===== config.mk =====
export PLATFORM = sky130hd
export DESIGN_NAME = aat_apply
export DESIGN_NICKNAME = d
export VERILOG_FILES = /design/src/hdl/aat_pkg.sv /design/src/hdl/aat_apply.sv
export SDC_FILE = /design/constraint.sdc
export NUM_CORES = 1
export LEC_CHECK = 0
export ABC_AREA = 1
export BUFFER_PORTS_ARGS = -buffer_cell sky130_fd_sc_hd__buf_4
export CORE_AREA = 2 2 199 201
export DETAILED_ROUTE_END_ITERATION = 6
export DIE_AREA = 0 0 201 203
export PLACE_DENSITY = 0.63
export REMOVE_ABC_BUFFERS = 1
export SYNTH_ARGS = -nofsm -noshare
export SYNTH_HDL_FRONTEND = slang
export SYNTH_SLANG_ARGS = --single-unit

===== constraint.sdc =====
create_clock -name vclk -period 17.3
set_input_delay 5.19 -clock vclk [all_inputs]
set_output_delay 5.19 -clock vclk [all_outputs]
set_load 0.005 [all_outputs]

===== src/hdl/aat_pkg.sv =====
// shared constants, record types and helper functions of the throttle table
// no dependencies
`timescale 1ns / 1ps

package aat_pkg;

  localparam int SETS       = 16;
  localparam int WAYS       = 4;
  localparam int PRUNE_SETS = 2;
  localparam int EVICT_SETS = 4;
  localparam int EVICT_N    = (EVICT_SETS < SETS) ? EVICT_SETS : SETS;
  localparam int SET_W      = $clog2(SETS);
  localparam int WAY_W      = $clog2(WAYS);
  localparam int SLOT_W     = SET_W + WAY_W;
  localparam int NSLOT      = SETS * WAYS;
  localparam int CNT_W      = 5;

  localparam logic [63:0] HASH_ADD = 64'h9E3779B97F4A7C15;
  localparam logic [63:0] HASH_MUL = 64'hFF51AFD7ED558CCD;

  localparam logic [2:0] KIND_BEGIN  = 3'd0;
  localparam logic [2:0] KIND_FINISH = 3'd1;
  localparam logic [2:0] KIND_RESET  = 3'd2;
  localparam logic [2:0] KIND_QUERY  = 3'd3;
  localparam logic [2:0] KIND_CLEAR  = 3'd4;

  localparam logic [1:0] ADM_UNTRACKED = 2'd0;
  localparam logic [1:0] ADM_LOCKED    = 2'd1;
  localparam logic [1:0] ADM_TOO_MANY  = 2'd2;
  localparam logic [1:0] ADM_RESERVED  = 2'd3;

  localparam logic [1:0] LST_NOT_LOCKED = 2'd0;
  localparam logic [1:0] LST_ALREADY    = 2'd1;
  localparam logic [1:0] LST_LOCKED_NOW = 2'd2;

  localparam logic [1:0] CFG_MAX_ATTEMPTS    = 2'd0;
  localparam logic [1:0] CFG_LOCKOUT_SECONDS = 2'd1;
  localparam logic [1:0] CFG_MAX_TRACKED     = 2'd2;

  typedef struct packed {
    logic [63:0] key_hi;
    logic [63:0] key_lo;
    logic [7:0]  failures;
    logic [7:0]  in_flight;
    logic [31:0] last_failure;
    logic [31:0] locked_until;
  } slot_t;

  typedef struct packed {
    logic [1:0]  admission;
    logic [1:0]  lock_state;
    logic        entry_found;
    logic [15:0] lockout_left;
    logic [7:0]  in_flight_now;
  } result_t;

  typedef struct packed {
    logic write;
    logic drop;
  } apply_ctl_t;

  function automatic logic is_locked(slot_t rec, logic [31:0] now);
    return rec.locked_until > now;
  endfunction

  function automatic logic is_stale(slot_t rec, logic [31:0] now, logic [15:0] lockout);
    logic [31:0] since;
    since = (now >= rec.last_failure) ? (now - rec.last_failure) : 32'd0;
    return since >= {16'd0, lockout};
  endfunction

  function automatic logic is_idle(slot_t rec, logic [31:0] now, logic [15:0] lockout);
    return (rec.in_flight == 8'd0) && !is_locked(rec, now) &&
           ((rec.failures == 8'd0) || is_stale(rec, now, lockout));
  endfunction

endpackage


===== src/hdl/aat_apply.sv =====
// per-kind update of one slot record and the result fields of an item
// depends on aat_pkg
`timescale 1ns / 1ps

module aat_apply (
  input  logic [2:0]           kind,
  input  logic                 found,
  input  logic                 was_reserved,
  input  logic                 failed,
  input  logic [31:0]          now,
  input  logic [7:0]           max_attempts,
  input  logic [15:0]          lockout_seconds,
  input  aat_pkg::slot_t       cur,
  output aat_pkg::slot_t       rec_nxt,
  output aat_pkg::apply_ctl_t  ctl,
  output aat_pkg::result_t     res
);

  logic        locked;
  logic        stale;
  logic [7:0]  f_fresh;
  logic [7:0]  f_inc;
  logic [7:0]  inf_dec;
  logic [8:0]  load;
  logic [32:0] lock_end;
  logic [31:0] left32;

  always_comb begin
    locked   = aat_pkg::is_locked(cur, now);
    stale    = (cur.failures != 8'd0) && aat_pkg::is_stale(cur, now, lockout_seconds);
    f_fresh  = stale ? 8'd0 : cur.failures;
    f_inc    = (f_fresh == 8'hFF) ? f_fresh : f_fresh + 8'd1;
    load     = {1'b0, f_fresh} + {1'b0, cur.in_flight};
    lock_end = {1'b0, now} + {17'd0, lockout_seconds};
    left32   = cur.locked_until - now;
    inf_dec  = (was_reserved && cur.in_flight != 8'd0) ? cur.in_flight - 8'd1 : cur.in_flight;
    rec_nxt  = cur;
    ctl      = '0;
    res      = '0;
    unique case (kind)
      aat_pkg::KIND_BEGIN: begin
        if (found) begin
          ctl.write = 1'b1;
          if (locked) begin
            res.admission = aat_pkg::ADM_LOCKED;
          end else begin
            rec_nxt.failures = f_fresh;
            if (load >= {1'b0, max_attempts}) begin
              res.admission = aat_pkg::ADM_TOO_MANY;
            end else begin
              if (cur.in_flight != 8'hFF) rec_nxt.in_flight = cur.in_flight + 8'd1;
              res.admission = aat_pkg::ADM_RESERVED;
            end
          end
        end
      end
      aat_pkg::KIND_FINISH: begin
        if (found) begin
          ctl.write = 1'b1;
          rec_nxt.in_flight = inf_dec;
          if (!failed || max_attempts == 8'd0) begin
            ctl.drop = (cur.failures == 8'd0) && (inf_dec == 8'd0) && !locked;
          end else if (locked) begin
            res.lock_state = aat_pkg::LST_ALREADY;
          end else begin
            rec_nxt.failures     = f_inc;
            rec_nxt.last_failure = now;
            if (f_inc >= max_attempts) begin
              rec_nxt.failures     = 8'd0;
              rec_nxt.locked_until = lock_end[32] ? 32'hFFFFFFFF : lock_end[31:0];
              res.lock_state       = aat_pkg::LST_LOCKED_NOW;
            end
          end
        end
      end
      aat_pkg::KIND_RESET: begin
        if (found) begin
          res.entry_found = 1'b1;
          if (cur.in_flight == 8'd0) begin
            ctl.drop = 1'b1;
          end else begin
            ctl.write            = 1'b1;
            rec_nxt.failures     = 8'd0;
            rec_nxt.locked_until = 32'd0;
          end
        end
      end
      aat_pkg::KIND_QUERY: begin
        if (found) begin
          if (locked) res.lockout_left = (left32[31:16] != 16'd0) ? 16'hFFFF : left32[15:0];
          res.in_flight_now = cur.in_flight;
        end
      end
      default: begin
      end
    endcase
  end

endmodule


**Word level (Yosys, flattened, before mapping)**

Index checks and enable logic that the tools add are counted.

- Flip-flop bits (word level): 0
- Input bits: 270
- Output and inout port bits: 239
- Word-level logic and storage cells: 78

- Add/subtract/negate cells: 7
- Magnitude comparators: 5
- Eq/ne operators: 5
- Muxes and demuxes: 46
- Reductions and logical operators: 15

Operator list:

| operator | count |
|---|---|
| 2-to-1 mux 32 bit | 6 |
| 2-to-1 mux 64 bit | 2 |
| 2-to-1 mux 8 bit | 10 |
| 2-to-1 mux 80 bit | 1 |
| 2-to-1 mux 16 bit | 4 |
| case mux 32 bit (2 select lines) | 1 |
| subtractor 32 bit | 2 |
| 2-to-1 mux 24 bit | 2 |
| adder 32 x 16 -> 33 bit | 1 |
| greater-or-equal comparator 32 x 16 -> 1 bit | 1 |
| greater-or-equal comparator 32 bit | 1 |
| > comparator 32 bit | 1 |
| logical NOT 8 bit | 4 |
| case mux 8 bit (3 select lines) | 1 |
| 2-to-1 mux 2 bit | 10 |
| adder 8 x 1 -> 8 bit (second input constant) | 2 |
| case mux 8 bit (2 select lines) | 1 |
| nonzero test 16 bit | 1 |
| nonzero test 8 bit | 2 |
| adder 8 x 8 -> 9 bit | 1 |
| greater-or-equal comparator 9 x 8 -> 1 bit | 1 |
| equality test 8 bit (second input constant) | 1 |
| greater-or-equal comparator 8 bit | 1 |
| inequality test 8 bit (second input constant) | 1 |
| other kinds (10) | 20 |

**Depth between registers and ports, before layout**

- Word-level depth: 13
- Mapped depth: 54

**Worst setup path after synthesis**

OpenSTA, ideal clock, no wires.

- Path kind: in2out
- Start point: in now[0]
- End point: out rec_nxt[67] (netlist name)
- Arrival time: 11.250 ns
- Slack: 0.860 ns
- Cell stages on the path: 49
- Buffers on the path: 3
- Cells stage by stage: inv_1 -> ha_1 -> inv_1 -> fa_1 -> nand2_1 -> inv_1 -> nand2_1 -> nand2_2 -> nand2_2 -> nand2_2 -> nand2_2 -> nand3_2 -> nand2_2 -> nand2_4 -> buf_6 -> inv_1 -> clkbuf_1 -> nor2_1 -> [13 not listed] -> ha_1 -> inv_1 -> fa_1 -> o21ai_0 -> a21oi_1 -> o21ai_0 -> xnor2_1 -> inv_1 -> ha_1 -> a21oi_1 -> o21ai_0 -> a211o_1 -> nor2_2 -> o21ai_1 -> inv_2 -> nand2_1 -> xor2_1 -> o21ai_1

RTL lines:

| item | line | RTL |
|---|---|---|
| from (decl) | aat_apply.sv:10 | `input logic [31:0] now,` |
| to (decl) | aat_apply.sv:14 | `output aat_pkg::slot_t rec_nxt,` |

==> metrics list <==
* Critical path endpoint category: output port
- Number of slew-limit violations in the final report: 0
* Total half-perimeter wirelength after legalization and detailed placement: 61700 um
* Main area contributors after synthesis: nand2_1, ha_1, inv_1, buf_4, nand3_1
- Cell Pwr Density: 30.8 nW/um^2
* Top Layer Used: met5
- Starting DRT DRC Count: 1298
* Count of clock-net buffers in the final layout: 0
* Sequential-to-total area share from yosys stat: 0
- Final TNS setup: 0 ps
* Number of nets in the finished design: 2436
- The startpoint identified for the worst hold timing path is cur[147].
- Hold depth: 0
- Placeable Area: 38500 sq um
- In the final layout, the share of cells above drive strength 1 is 0.182.
- Total wire length: 70400 um
* Number of diodes: 0
- Final period utilization: 0.971
- With fillers left out, the area of the finished cells amounts to 12100 sq um.
- IO Port Bufs: 253
- Before antenna repair, the detailed router went through 6 iterations.
- Global-route wire length before repair: 96600 um
- Number of warning messages in the yosys log: 0
- I/O pin count: 509
- In this run the worst hold path is classified as input pin to output port.
* Critical path arrival: 11610 ps
* Placer's final routability congestion estimate: 1.07
* Hold WS: 10380 ps
- For this block, wires on met1 add up to 26300 um.
- Sequential cells placed in the final layout were counted as 0.
- Setup-violating endpoint count in the final report: 0
- After floorplanning, the core was divided into 72 placement rows.
- Across the whole layout, storage elements account for 0 sq um.
- Overall power consumption: 373 uW
* Aggregate global-route resource usage: 0.333
- Synth-to-Final Area Change: 14.8%
* Count of cell types in the netlist: 52
- The initial utilization of the core area, before any placement, comes to 0.274.
- Transition time of the tightest slew-check pin: 1030 ps
* Final critical-path setup slack: 498 ps
- Critical path type: input pin to output port
* Fill cell instance count of the final layout: 4411
- Total global routing overflow: 0
* Vertical extent of the die: 203 um
* Crit path largest cell delay: 280 ps
- The routed layout has 13266 vias.
- Status: finished clean
- Once detail routing completed, the nets flagged for antenna violations numbered 0.
- Dividing the detail-routed via count by the number of cells gives 5.19.
- In the routed design, unresolved DRC markers number 0.
- Worst ir drop on vdd: 13.0 uV
* Fraction of post-synthesis cell area in the top cell type by area: 0.179
- Startpoint kind of the worst setup timing path: input pin
- Count of mapped cells out of synthesis: 1936
* Netlist Area Pre-Place: 10600 sq um
- Maximum number of pins on one net before global-route repair: 65
* Crit path max-delay cell type: or2_2
- Avg WL per Cell: 27.6 um
* Average footprint of a synthesized cell: 5.45 sq um
- Data required time at the worst endpoint: 12110 ps
- The worst hold path terminates at rec_nxt[147].
- The initial antenna violation count was 0.
- The number of global-route vias before repair was 12286.
- Die Span X: 201 um
- The worst pin sits at a relative slew slack of 0.313.
* Die Footprint: 40800 sq um
- Summed over all cells, the static leakage comes to 0.00691 uW.
* Post-synthesis cell type with the largest combined area: nand2_1
* Fmax: 59.5 MHz
- Instance area at placement: 12100 sq um
* Critical path fanouts, max: 13
- Crit path top cell by count: nand2_1
* Final hold viol count: 0
- DR WL met3: 13300 um
- Final period demand of the worst path: 16800 ps
* Worst setup slack before clock tree synthesis: 177 ps
- The number of hold buffers added after CTS was 0.
- Reported max-cap violation count: 0
- Summed over all nets, wire length on met2 after detailed routing comes to 26800 um.
Yosys cell counts, types with 2 or more instances:
| master | number |
|---|---|
| a21oi_2 | 5 |
| ha_1 | 123 |
| nand2_2 | 21 |
| nand2_1 | 503 |
| a21boi_0 | 5 |
| o21ai_2 | 6 |
| o221ai_1 | 21 |
| a22oi_1 | 2 |
| nand4_1 | 29 |
| clkinv_1 | 7 |
| o211ai_1 | 6 |
| nor3_1 | 27 |
| buf_4 | 130 |
| nand2_4 | 4 |
| nand3_2 | 19 |
| nor4_1 | 8 |
| o21bai_1 | 4 |
| a21oi_1 | 100 |
| a21o_1 | 2 |
| or2_2 | 3 |
| o21ai_1 | 16 |
| o21a_1 | 6 |
| nand3b_1 | 6 |
| a21boi_1 | 2 |
| a31oi_1 | 8 |
| nor2_1 | 139 |
| nor2_4 | 4 |
| buf_2 | 4 |
| xor2_1 | 40 |
| o21ai_0 | 94 |
| fa_1 | 4 |
| a211oi_1 | 5 |
| clkbuf_1 | 27 |
| nand3_1 | 126 |
| inv_2 | 15 |
| nor2_2 | 11 |
| xnor2_1 | 41 |
| inv_1 | 343 |
| buf_6 | 3 |
| and2_1 | 5 |
final cells by class:
type | count | area [sq um] | share of cell area
inverters | 365 | 1380 | 0.114
repair buffers | 266 | 2000 | 0.165
well taps | 518 | 648 | 0.0535
multi-input cells | 1406 | 8090 | 0.668
metal layers:
layer / up-vias / global-route usage
li1: 6278 / -
met1: 5888 / 0.371
met2: 985 / 0.465
met3: 103 / 0.251
met4: 12 / 0.127
met5: - / 0.123
through the flow:
| stage | cells | util |
|---|---|---|
| final | 2555 | 0.315 |
| after global routing | 2555 | 0.315 |
| after CTS | 2555 | 0.314 |
| after detailed placement | 2555 | 0.314 |
| after global placement | 2555 | 0.314 |
| after floorplan | 1771 | - |
power breakdown:
part	switching [uW]	total, uW	internal, uW	leakage [uW]
registers	0	0	0	0
logic	230	373	144	0.00691
clock network	0	0	0	0
total	230	373	144	0.00691
logic make-up after synthesis:
| group | after synthesis | synth area share |
|---|---|---|
| and+or+nand+nor | 908 | 0.380 |
| AOI/OAI and AO/OA | 290 | 0.161 |
| buffers and inverters | 530 | 0.238 |
| adders and majority gates | 127 | 0.153 |
| xor gates and xnor gates | 81 | 0.0672 |
cell usage in the layout, fill, tap and decap left out, types with 8 or more instances in the layout:
cell type / synthesis / final
a21oi_1: 100 / 99
a31oi_1: 8 / 8
buf_4: 130 / 265
ha_1: 123 / 123
inv_1: 343 / 342
inv_2: 15 / 14
nand2_1: 503 / 501
nand2_2: 21 / 22
nand3_1: 126 / 126
nand3_2: 19 / 19
nand4_1: 29 / 29
nor2_1: 139 / 138
nor2_2: 11 / 12
nor3_1: 27 / 25
nor4_1: 8 / 8
o21ai_0: 94 / 91
o21ai_1: 16 / 17
o21ai_2: 6 / 8
o221ai_1: 21 / 19
xnor2_1: 41 / 41
xor2_1: 40 / 40
critical path, delay by kind of cell:
kind	cells	cell delay [ps]
buffers and inverters	9	1000
adder cells (fa/ha/maj)	5	1140
AO/OA/AOI/OAI	12	1850
XOR/XNOR	1	90
AND/OR/NAND/NOR	23	2320
timing repair:
| item | CTS | global route |
|---|---|---|
| endpoints found under the setup margin | 0 | 38 |
| resized for setup | 0 | 16 |
| setup buffers | 0 | 0 |
how the worst max path moves through the flow:
stage / from / endpoint / slack [ps] / depth (start not counted)
2_1_floorplan: now[0] / rec_nxt[69] / 1070 / 47
3_3_place_gp: now[0] / rec_nxt[21] / 350 / 48
3_5_place_dp: now[0] / rec_nxt[13] / 180 / 51
4_1_cts: now[0] / rec_nxt[13] / 150 / 51
5_1_grt: now[0] / rec_nxt[28] / -10 / 52
6_report: now[0] / rec_nxt[66] / 500 / 50
Power figures use the tool's default switching activity.
