--- src/hdl/aat_pkg.sv ---
// shared constants, record types and helper functions of the throttle table
// no dependencies
`timescale 1ns / 1ps

package aat_pkg;

  localparam int SETS       = 16;
  localparam int WAYS       = 4;
  localparam int PRUNE_SETS = 2;
  localparam int EVICT_SETS = 4;
  localparam int EVICT_N    = (EVICT_SETS < SETS) ? EVICT_SETS : SETS;
  localparam int SET_W      = $clog2(SETS);
  localparam int WAY_W      = $clog2(WAYS);
  localparam int SLOT_W     = SET_W + WAY_W;
  localparam int NSLOT      = SETS * WAYS;
  localparam int CNT_W      = 5;

  localparam logic [63:0] HASH_ADD = 64'h9E3779B97F4A7C15;
  localparam logic [63:0] HASH_MUL = 64'hFF51AFD7ED558CCD;

  localparam logic [2:0] KIND_BEGIN  = 3'd0;
  localparam logic [2:0] KIND_FINISH = 3'd1;
  localparam logic [2:0] KIND_RESET  = 3'd2;
  localparam logic [2:0] KIND_QUERY  = 3'd3;
  localparam logic [2:0] KIND_CLEAR  = 3'd4;

  localparam logic [1:0] ADM_UNTRACKED = 2'd0;
  localparam logic [1:0] ADM_LOCKED    = 2'd1;
  localparam logic [1:0] ADM_TOO_MANY  = 2'd2;
  localparam logic [1:0] ADM_RESERVED  = 2'd3;

  localparam logic [1:0] LST_NOT_LOCKED = 2'd0;
  localparam logic [1:0] LST_ALREADY    = 2'd1;
  localparam logic [1:0] LST_LOCKED_NOW = 2'd2;

  localparam logic [1:0] CFG_MAX_ATTEMPTS    = 2'd0;
  localparam logic [1:0] CFG_LOCKOUT_SECONDS = 2'd1;
  localparam logic [1:0] CFG_MAX_TRACKED     = 2'd2;

  typedef struct packed {
    logic [63:0] key_hi;
    logic [63:0] key_lo;
    logic [7:0]  failures;
    logic [7:0]  in_flight;
    logic [31:0] last_failure;
    logic [31:0] locked_until;
  } slot_t;

  typedef struct packed {
    logic [1:0]  admission;
    logic [1:0]  lock_state;
    logic        entry_found;
    logic [15:0] lockout_left;
    logic [7:0]  in_flight_now;
  } result_t;

  typedef struct packed {
    logic write;
    logic drop;
  } apply_ctl_t;

  function automatic logic is_locked(slot_t rec, logic [31:0] now);
    return rec.locked_until > now;
  endfunction

  function automatic logic is_stale(slot_t rec, logic [31:0] now, logic [15:0] lockout);
    logic [31:0] since;
    since = (now >= rec.last_failure) ? (now - rec.last_failure) : 32'd0;
    return since >= {16'd0, lockout};
  endfunction

  function automatic logic is_idle(slot_t rec, logic [31:0] now, logic [15:0] lockout);
    return (rec.in_flight == 8'd0) && !is_locked(rec, now) &&
           ((rec.failures == 8'd0) || is_stale(rec, now, lockout));
  endfunction

endpackage

--- src/hdl/aat_hash.sv ---
// set index hash of a key: 37-bit mix, split multiply over two stages
// depends on aat_pkg
`timescale 1ns / 1ps

module aat_hash (
  input  logic                    clk,
  input  logic                    rst_n,
  input  logic                    start,
  input  logic [63:0]             key_hi,
  input  logic [63:0]             key_lo,
  output logic                    done,
  output logic [aat_pkg::SET_W-1:0] set_idx
);

  logic [2:0]  vld_r;
  logic [36:0] x_r;
  logic [37:0] pac_r;
  logic [36:0] pad_r;
  logic [36:0] pbc_r;
  logic [36:0] x_nxt;
  logic [36:0] m;
  logic [36:0] cross_sum;
  logic [aat_pkg::SET_W-1:0] set_r;

  localparam logic [36:0] MUL37 = aat_pkg::HASH_MUL[36:0];
  localparam logic [36:0] ADD37 = aat_pkg::HASH_ADD[36:0];

  // only the low 37 bits of the product reach the set index
  assign x_nxt     = key_hi[36:0] ^ (key_lo[36:0] + ADD37 + {key_hi[30:0], 6'b0} + key_hi[38:2]);
  assign cross_sum = pad_r + pbc_r;
  assign m         = pac_r[36:0] + {cross_sum[17:0], 19'b0};

  always_ff @(posedge clk) begin
    if (!rst_n) begin
      vld_r <= '0;
    end else begin
      vld_r <= {vld_r[1:0], start};
    end
    x_r   <= x_nxt;
    pac_r <= x_r[18:0] * MUL37[18:0];
    pad_r <= 37'(x_r[18:0] * MUL37[36:19]);
    pbc_r <= 37'(x_r[36:19] * MUL37[18:0]);
    set_r <= m[aat_pkg::SET_W-1:0] ^ m[33 +: aat_pkg::SET_W];
  end

  assign done    = vld_r[2];
  assign set_idx = set_r;

endmodule

--- config.mk ---
export PLATFORM = sky130hd
export DESIGN_NAME = aat_hash
export DESIGN_NICKNAME = d
export VERILOG_FILES = /design/src/hdl/aat_pkg.sv /design/src/hdl/aat_hash.sv
export SDC_FILE = /design/constraint.sdc
export NUM_CORES = 1
export LEC_CHECK = 0
export BUFFER_PORTS_ARGS = -buffer_cell sky130_fd_sc_hd__buf_2
export CAP_MARGIN = 20
export CORE_UTILIZATION = 60
export CTS_CLUSTER_SIZE = 8
export DETAILED_ROUTE_END_ITERATION = 10
export PLACE_DENSITY_LB_ADDON = 0.12
export SLEW_MARGIN = 20
export SYNTH_ARGS = -nofsm -noshare
export SYNTH_HDL_FRONTEND = slang
export SYNTH_SLANG_ARGS = --single-unit
export TNS_END_PERCENT = 20
--- constraint.sdc ---
create_clock -name clk -period 7.6 [get_ports clk]
set_input_delay 2.28 -clock clk [delete_from_list [all_inputs] [get_ports clk]]
set_output_delay 2.28 -clock clk [all_outputs]
set_load 0.01 [all_outputs]
# Yosys cells after proc, flatten, opt, wreduce, memory -nomap -nowiden
# Cells that the tools add are included.
# W data, S select, Z words.
[word_totals]
register_bits = 116
inputBits = 131
wordCells = 16
[classes]
n_addsub = 5
n_mul = 3
n_bitwise = 2
[op_table]
columns = ["op", "count"]
rows = [
  ["$add A37 B37 Y37", 3],
  ["$add A37 B37 Y37 const B", 1],
  ["$mul A19 B19 Y37 const B", 1],
  ["$xor A37 B37 Y37", 1],
  ["$mul A18 B19 Y18 const B", 1],
  ["$mul A19 B17 Y17 const B", 1],
  ["$add A18 B18 Y18", 1],
  ["$xor A4 B4 Y4", 1],
]

# Logic depth before layout (Yosys ltp)
# Gate-level depths: netlist (run 1).
[depth]
ltp_word = 4
depth_mapped = 22
ltp_nobuf = 22

# Worst setup path after synthesis (run 1)
# OpenSTA, ideal clock, no wires.
[synth_path]
path_type = "reg2reg"
startpoint = "register x_r[9]"
endpoint = "register pac_r[31]"
setup_ps = 127
arrival_ps = 5214
required_ps = 7473
path_slack_ps = 2259
stages_incl_launch_ff = 21
n_path_buf = 0
period_less_slack_ps = 5341
path_cell_list = "dfxtp_1 -> ha_1 -> ha_1 -> inv_1 -> fa_1 -> inv_1 -> fa_1 -> inv_1 -> fa_1 -> inv_1 -> fa_1 -> ha_1 -> or4_4 -> a221oi_2 -> o211ai_1 -> nand2_1 -> a32oi_2 -> a41o_4 -> a21boi_0 -> o21ai_0 -> xor2_1"
[synth_via]
elab_chain_cells = 1
[synth_rtl]
columns = ["item", "line", "rtl"]
rows = [
  ["start, declared", "aat_hash.sv:16", "logic [36:0] x_r;"],
  ["start signal, assigned", "aat_hash.sv:39", "x_r <= x_nxt;"],
  ["$mul A19 B19 Y37", "aat_hash.sv:40", "pac_r <= x_r[18:0] * MUL37[18:0];"],
  ["end signal, assigned", "aat_hash.sv:40", ""],
  ["end, declared", "aat_hash.sv:17", "logic [37:0] pac_r;"],
]
# Every way passes these cells.
# A chain may end at the register's enable or synchronous reset.

# Final worst setup path (run 1)
# Same ends and word-level chain as after synthesis.

==> flow_summary.yaml, run 1 <==
global_routing:
  met1_usage_pct: 37.37
  busiest_layer: "met2"
  grt_pass1_wl_mm: 58.51
  grt_use_total_pct: 26.20
  grt_max_degree: 20
  grt.overflow.total: 0
  grt.met2_usage_pct: 42.52
  antenna_found_initial: 0
  grtUsageMet3_pct: 3.008
  grt_pass1_vias: 11990
synthesis:
  syn_area_per_cell_sq_um: 9.765
  seq_area_frac_synth_pct: 11.63
  ys_seq_elements: 98
  async_flop_share_pct: 0
  ys_warn_count: 0
  netlist_instances: 1727
  synth_top_cell_by_area: "ha_1"
  ys_top_cells_by_area: "ha_1 (28%), fa_1 (28%), dfxtp_1 (12%)"
  synth_top_area_share_pct: 28.12
  synth_cell_types: 54
  synth_edf_count: 0
  yosysMostFrequentCell: "inv_1"
  synth_common_cells: "inv_1 (510), ha_1 (379), fa_1 (233)"
  syn-cell-area_sq_um: 16860
  synthFlopType: "dfxtp_1"
  syn_nets: 2470
floorplan:
  rows: 61
  die_area_sq_um: 28780
  start_util_pct: 60.87
  boundaryPins: 136
  core_area_sq_um: 27710
  die_h_um: 169.7
  die_x_um: 169.7
routing:
  wl_mm: 34.02
  wl_per_cell_um: 15.43
  ant_nets: 0
  drtPass1Iterations: 4
  vias_per_cell: 5.063
  drt-initial-drc-count: 426
  vias: 11160
  drc: 0
critical_path:
  path_delay_family: "adder cells"
  startpoint: "x_r[9]"
  startpoint_type: "flop"
  end_kind: "flop"
  slowest_delay_ns: 0.63
  crit_arrival_ns: 6.33
  path_cells: "ha_1 -> ha_1 -> inv_1 -> fa_1 -> inv_1 -> fa_1 -> inv_1 -> fa_1 -> inv_1 -> fa_1 -> ha_1 -> or4_4 -> a221oi_2 -> o211ai_1 -> nand2_1 -> a32oi_2 -> a41o_4 -> a21boi_0 -> o21ai_0 -> xor2_1"
  critPathSlowestCell: "dfxtp_1"
  crit_fanout: 7
  required_ns: 7.84
  r2r_start: "x_r[9]"
  crit_buf_inv: 4
  critical_path_class: "flop to flop"
layout:
  area_growth_pct: 7.204
  nFillCells: 2335
  layoutNonFillerInstCount: 2205
  final_nets: 2565
  diodes: 0
  drive_above_1_share_pct: 6.349
timing:
  fin_skew_ns: 0.006761
  layout_min_cycle_time_ns: 6.092
  final_max_slew_viol_count: 0
  hold_violations: 0
  slew_headroom_pct: 58.81
  finalSetupViolCount: 0
  tns_ns: 0
  grt_setup_unrepaired: "false"
  fmax_ghz: 0.1642
  finalCritPeriodShare_pct: 80.16
  tightestPinTransition_ns: 0.6023
cts:
  clkTransAtPathRegs_ns: 0.08
  cts_tree: "done"
  post_cts_resized: 0
  cts_root_buf: "clkbuf_16"
  cts.sinks: 98
  postCtsHoldBufs: 0
  numCtsBuffers: 9
  post_cts_buffers: 0
  cts_max_path_buffers: 2
  cts-htree-levels: 3
  clk_latency_ns: 0.36
job:
  drv_cap: 0
place:
  hpwl_mm: 31.01
  gp_congestion: 0.9155
  dp.cells: 2189
  port-buffer-count: 83
run_status:
  status: "finished clean"
hold_path:
  hold_start: "vld_r[0]"
  hold_path.class: "flop to flop"
## worst paths after layout
kind | endpoint | slack, ns | depth (start not counted)
min | vld_r[1] | 0.43 | 1
max reg2reg | pac_r[31] | 1.51 | 20
min reg2reg | vld_r[1] | 0.43 | 1
max | pac_r[31] | 1.51 | 20
## per-stage QoR
| stage | utilization [%] | hold WS (ns) | instance area [sq um] | worst slack, ns |
|---|---|---|---|---|
| floorplan | - | 0.3713 | 16860 | 2.259 |
| finish | 65.25 | 0.4297 | 18080 | 1.508 |
| global placement | 64.10 | 0.4090 | 17760 | 1.576 |
| global route | 65.25 | 0.4429 | 18080 | 1.212 |
| detailed placement | 64.10 | 0.4163 | 17760 | 1.517 |
| CTS | 65.25 | 0.4278 | 18080 | 1.478 |
## layer usage
metal / vias to the layer above / share of wire [%]
met5: - / 0
met1: 5311 / 50
met2: 208 / 45
li1: 5613 / -
met4: 0 / 1.6
met3: 32 / 4.1
## placed cells by master, fill, tap and decap left out, drive strengths merged, types with 4 or more instances in the layout
| cell type | synthesis | routed |
|---|---|---|
| a21oi | 61 | 61 |
| nand4 | 5 | 5 |
| nor2b | 8 | 8 |
| o21a | 15 | 15 |
| dfxtp | 98 | 98 |
| buf | 0 | 84 |
| and3 | 6 | 6 |
| clkbuf | 0 | 9 |
| a21o | 28 | 28 |
| o21bai | 10 | 10 |
| a31oi | 6 | 6 |
| o211ai | 4 | 4 |
| a21boi | 5 | 5 |
| o21ai | 26 | 26 |
| nand2b | 5 | 5 |
| and4 | 5 | 5 |
| a2111oi | 5 | 5 |
| fa | 233 | 233 |
| o2111ai | 4 | 4 |
| xor2 | 41 | 41 |
| xnor2 | 134 | 134 |
| o41ai | 5 | 5 |
| nand3 | 8 | 8 |
| nor2 | 44 | 44 |
| o31ai | 4 | 4 |
| nand2 | 22 | 22 |
| ha | 379 | 379 |
| and2 | 10 | 10 |
| nor3 | 10 | 10 |
| inv | 510 | 514 |
| or4 | 4 | 4 |
## flip-flops by register name, summed over array words and instances, names as in the netlist
register	flops
pad_r	14
set_idx	4
x_r	37
vld_r	3
pbc_r	18
pac_r	22
## cell families after synthesis
logic type	after synthesis	synth area share, %
flip-flops	98	11.63
AO/OA/AOI/OAI	197	8.110
adder cells (fa/ha/maj)	612	55.78
AND/OR/NAND/NOR	135	4.036
buffers and inverters	510	11.35
XOR/XNOR	175	9.089
## layout make-up
class / instances / area, sq um / area share, %
well taps: 378 / 473.0 / 2.616
clock inverters: 7 / 93.84 / 0.5191
flip-flops and latches: 98 / 1962 / 10.85
clock buffers: 9 / 225.2 / 1.246
repair buffers: 84 / 422.9 / 2.339
multi-input cells: 1119 / 12990 / 71.84
inverters: 510 / 1914 / 10.59
Power of run 1 is not shown: default switching activity piles up to over one toggle a cycle in this logic, so the estimate is an artifact.
==> run 2, diff against run 1 <==
--- a/config.mk
+++ b/config.mk
@@ -7,7 +7,7 @@
 export LEC_CHECK = 0
 export BUFFER_PORTS_ARGS = -buffer_cell sky130_fd_sc_hd__buf_2
 export CAP_MARGIN = 20
-export CORE_UTILIZATION = 60
+export CORE_UTILIZATION = 57
 export CTS_CLUSTER_SIZE = 8
 export DETAILED_ROUTE_END_ITERATION = 10
 export PLACE_DENSITY_LB_ADDON = 0.12
==> constraint.sdc (replaced) <==
create_clock -name clk -period 5 [get_ports clk]
set_input_delay 1.5 -clock clk [delete_from_list [all_inputs] [get_ports clk]]
set_output_delay 1.5 -clock clk [all_outputs]
set_load 0.01 [all_outputs]
==> flow_summary.yaml, run 2 (synthesized netlist as in run 1, its figures left out) <==
timing:
  fin_skew_ns: 0.01995
  tightestPinTransition_ns: 0.5303
  hold-worst-slack_ns: 0.4377
  hold_violations: 0
  finalCritPeriodShare_pct: 106.0
  tns_ns: -2.576
  layout_min_cycle_time_ns: 5.300
  slew_headroom_pct: 64.19
  fmax_ghz: 0.1887
  grt_setup_unrepaired: "true"
  final_max_slew_viol_count: 0
  timing.final.ws_setup_ns: -0.3002
  finalSetupViolCount: 13
job:
  drv_cap: 0
floorplan:
  boundaryPins: 136
  rows: 62
  die_h_um: 174.0
  die_area_sq_um: 30280
  die_x_um: 174.0
  start_util_pct: 58.28
  core_area_sq_um: 28940
global_routing:
  grt_pass1_wl_mm: 61.96
  grt.overflow.total: 0
  grt_use_total_pct: 26.05
  grt_pass1_vias: 12750
  antenna_found_initial: 0
  grt_max_degree: 17
critical_path:
  startpoint_type: "flop"
  crit_fanout: 4
  end_kind: "flop"
  critical_path_class: "flop to flop"
  crit_arrival_ns: 5.55
  required_ns: 5.25
hold_path:
  hold_path.class: "flop to flop"
cts:
  cts-htree-levels: 3
  clkTransAtPathRegs_ns: 0.08
  clk_latency_ns: 0.35
  cts_tree: "done"
  numCtsBuffers: 9
  cts_root_buf: "clkbuf_16"
  cts_max_path_buffers: 2
  postCtsHoldBufs: 0
  cts.sinks: 98
routing:
  drtPass1Iterations: 5
  wl_mm: 36.53
  wl_per_cell_um: 15.64
  vias_per_cell: 4.988
  vias: 11650
  drt-initial-drc-count: 404
  ant_nets: 0
  drc: 0
place:
  port-buffer-count: 83
  hpwl_mm: 33.35
  gp_congestion: 0.8984
  pre_cts_ws_ns: -0.4304
  dp.cells: 2315
run_status:
  violations: "negative setup slack"
  status: "complete, but fails checks"
layout:
  layoutNonFillerInstCount: 2335
  most-common-layout-cells: "inv_1 (505), ha_1 (363), fa_1 (231)"
  multi_input_area_sq_um: 13250
  register_area_sq_um: 2001
  final_nets: 2690
  diodes: 0
  nFillCells: 2401
  area_growth_pct: 14.66
  largest_reg_flops: 37
  final_common_cell: "inv_1"
  regMostFlops: "x_r"
  drive_above_1_share_pct: 14.76
  top_regs: "x_r x37, pac_r x22, pbc_r x18"
==> run 2: final timing paths <==
| check | start | endpoint | slack [ns] | depth (start not counted) |
|---|---|---|---|---|
| worst max-delay path | x_r[9] | pac_r[36] | -0.30 | 20 |
| worst max register to register | x_r[9] | pac_r[36] | -0.30 | 20 |
| worst min register to register | vld_r[1] | vld_r[2] | 0.44 | 1 |
| worst min-delay path | vld_r[1] | vld_r[2] | 0.44 | 1 |
==> run 2: through the flow <==
| stage | area, sq um | util (%) |
|---|---|---|
| after CTS | 19240 | 66.51 |
| after global placement | 18840 | 65.10 |
| final | 19340 | 66.83 |
| after floorplan | 17020 | - |
| after global routing | 19340 | 66.83 |
| after detailed placement | 18840 | 65.10 |
==> run 2: layout make-up <==
| cell class | count | area share, % |
|---|---|---|
| timing repair buffer | 209 | 7.105 |
| tap | 384 | 2.485 |
| clock inverter | 4 | 0.2847 |
| sequential | 98 | 10.35 |
| multi-input combinational | 1119 | 68.50 |
| clock buffer | 11 | 1.365 |
| inverter | 510 | 9.913 |
==> run 2: critical path, cell delays in order (launching register included) <==
cell	delay (ns)
dfxtp_4	0.37
ha_4	0.26
ha_4	0.27
inv_2	0.04
fa_1	0.47
inv_1	0.06
fa_1	0.51
inv_1	0.05
fa_1	0.44
fa_1	0.49
inv_1	0.05
ha_1	0.18
or4_4	0.50
a221oi_2	0.19
o211ai_1	0.16
nand2_1	0.15
a32oi_2	0.17
a41o_4	0.27
a211o_1	0.31
a31oi_1	0.17
xnor2_1	0.09
==> run 2: routing by layer <==
metal | share of wire (%) | GRT usage, %
met3 | 3.9 | 3.675
met5 | 0 | 0
met4 | 1.4 | 5.044
met2 | 46 | 44.60
met1 | 48 | 35.20
==> run 2: timing repair <==
action | CTS | global route
gates resized for setup | 19 | 16
pin swaps | 7 | 6
setup endpoints to repair | 16 | 19
setup buffers | 3 | 2
Power of run 2 is left out for the same reason.
==> run 3, diff against run 2 <==
--- a/config.mk
+++ b/config.mk
@@ -7,7 +7,9 @@
 export LEC_CHECK = 0
 export BUFFER_PORTS_ARGS = -buffer_cell sky130_fd_sc_hd__buf_2
 export CAP_MARGIN = 20
-export CORE_UTILIZATION = 57
+export CELL_PAD_IN_SITES_DETAIL_PLACEMENT = 1
+export CELL_PAD_IN_SITES_GLOBAL_PLACEMENT = 1
+export CORE_UTILIZATION = 45
 export CTS_CLUSTER_SIZE = 8
 export DETAILED_ROUTE_END_ITERATION = 10
 export PLACE_DENSITY_LB_ADDON = 0.12
==> flow_summary.yaml, run 3 (synthesized netlist as in run 1, its figures left out) <==
routing:
  vias_per_cell: 4.946
  vias: 12030
  ant_nets: 0
  drc: 0
  wl_mm: 41.98
  wl_met3_mm: 1.080
  drt-initial-drc-count: 257
  routed-wl-met2_mm: 20.37
  wl_met1_mm: 19.86
  wl_per_cell_um: 17.26
  top_layer: "met4"
  drtPass1Iterations: 4
critical_path:
  startpoint: "x_r[10]"
  path_delay_family: "adder cells"
  end_kind: "flop"
  startpoint_type: "flop"
  critical_path_class: "flop to flop"
  r2r_start: "x_r[10]"
  crit_buf_inv: 4
  critPathSlowestCell: "or4_4"
  crit_path_frequent_cell: "fa_1"
  slowest_delay_ns: 0.50
  crit_fanout: 6
  crit_arrival_ns: 5.58
  path_cells: "ha_4 -> ha_4 -> inv_4 -> fa_1 -> inv_1 -> fa_1 -> inv_1 -> fa_1 -> inv_2 -> fa_1 -> ha_2 -> or4_4 -> a221oi_4 -> o211ai_1 -> nand2_2 -> a32oi_4 -> a41o_4 -> a211o_1 -> a31oi_1 -> xnor2_1"
  required_ns: 5.25
job:
  drv_cap: 0
global_routing:
  grt.overflow.total: 0
  antenna_found_initial: 0
  grt_pass1_wl_mm: 70.28
  grt_pass1_vias: 13910
  grt_max_degree: 17
  grt_use_total_pct: 23.70
timing:
  fin_skew_ns: 0.005617
  grt_setup_unrepaired: "true"
  tightestPinTransition_ns: 0.4806
  hold_violations: 0
  tns_ns: -2.173
  fmax_ghz: 0.1877
  final_max_slew_viol_count: 0
  timing.final.ws_setup_ns: -0.3270
  finalSetupViolCount: 13
  finalCritPeriodShare_pct: 106.5
  layout_min_cycle_time_ns: 5.327
  slew_headroom_pct: 67.13
hold_path:
  hold_path.class: "flop to flop"
  hold_start: "vld_r[0]"
layout:
  diodes: 0
  final_nets: 2703
  layoutNonFillerInstCount: 2432
  fin_util_pct: 53.34
  top_regs: "x_r x37, pac_r x22, pbc_r x18"
  final_common_cell: "inv_1"
  regMostFlops: "x_r"
  area_growth_pct: 16.36
  drive_above_1_share_pct: 15.94
  largest_reg_flops: 37
  fin_area_sq_um: 19620
  most-common-layout-cells: "inv_1 (505), ha_1 (360), fa_1 (231)"
floorplan:
  die_x_um: 195.6
  die_h_um: 195.6
  boundaryPins: 136
  core_area_sq_um: 36790
  die_area_sq_um: 38250
  rows: 70
  start_util_pct: 45.84
cts:
  cts_max_path_buffers: 2
  numCtsBuffers: 9
  postCtsHoldBufs: 0
  cts_tree: "done"
  cts_root_buf: "clkbuf_16"
  clk_latency_ns: 0.36
  cts-htree-levels: 3
  cts.sinks: 98
  clkTransAtPathRegs_ns: 0.07
run_status:
  violations: "negative setup slack"
  status: "complete, but fails checks"
place:
  dp.cells: 2409
  hpwl_mm: 38.75
  port-buffer-count: 83
  gp_congestion: 0.8785
  postPlaceCellArea_sq_um: 19020
## run 3: final timing paths
kind | cells past startpoint | endpoint | slack, ns
hold reg to reg | 1 | vld_r[1] | 0.44
hold / removal | 1 | vld_r[1] | 0.44
setup reg to reg | 20 | pac_r[36] | -0.33
setup / recovery | 20 | pac_r[36] | -0.33
## run 3: per-stage QoR
| stage | setup slack (ns) | hold WS, ns |
|---|---|---|
| after floorplan | -0.02286 | 0.3713 |
| after global placement | -0.3937 | 0.4125 |
| after detailed placement | -0.4577 | 0.4225 |
| after CTS | -0.3697 | 0.4390 |
| after global routing | -0.5240 | 0.4561 |
| final | -0.3270 | 0.4355 |
## run 3: worst reg2reg max path, delay by kind of cell (launching register included)
| kind | cells | cell delay (ns) |
|---|---|---|
| buffers and inverters | 4 | 0.18 |
| DFF | 1 | 0.37 |
| adders and majority gates | 7 | 2.64 |
| and+or+nand+nor | 2 | 0.65 |
| AOI/OAI and AO/OA | 6 | 1.30 |
| xor gates and xnor gates | 1 | 0.09 |
## run 3: area by class of cell
cell class	instances	area [sq um]
Timing Repair Buffer	222	1475
Tap cell	468	585.6
Multi-Input combinational cell	1119	13320
Clock inverter	5	83.83
Inverter	510	1917
Fill cell	4180	17160
Sequential cell	98	2003
Clock buffer	10	239.0
## run 3: metal layers
metal	up-vias	GRT usage, %
li1	5888	-
met1	5953	31.18
met2	146	41.83
met3	41	2.573
met4	0	5.045
met5	-	0
## run 3: what timing repair did
action                     CTS  global route
pin swaps                   11            16
setup endpoints to repair   16            21
buffers inserted             5             3
cloned                       0             0
resized for setup           16            33
Power of run 3 is left out for the same reason.
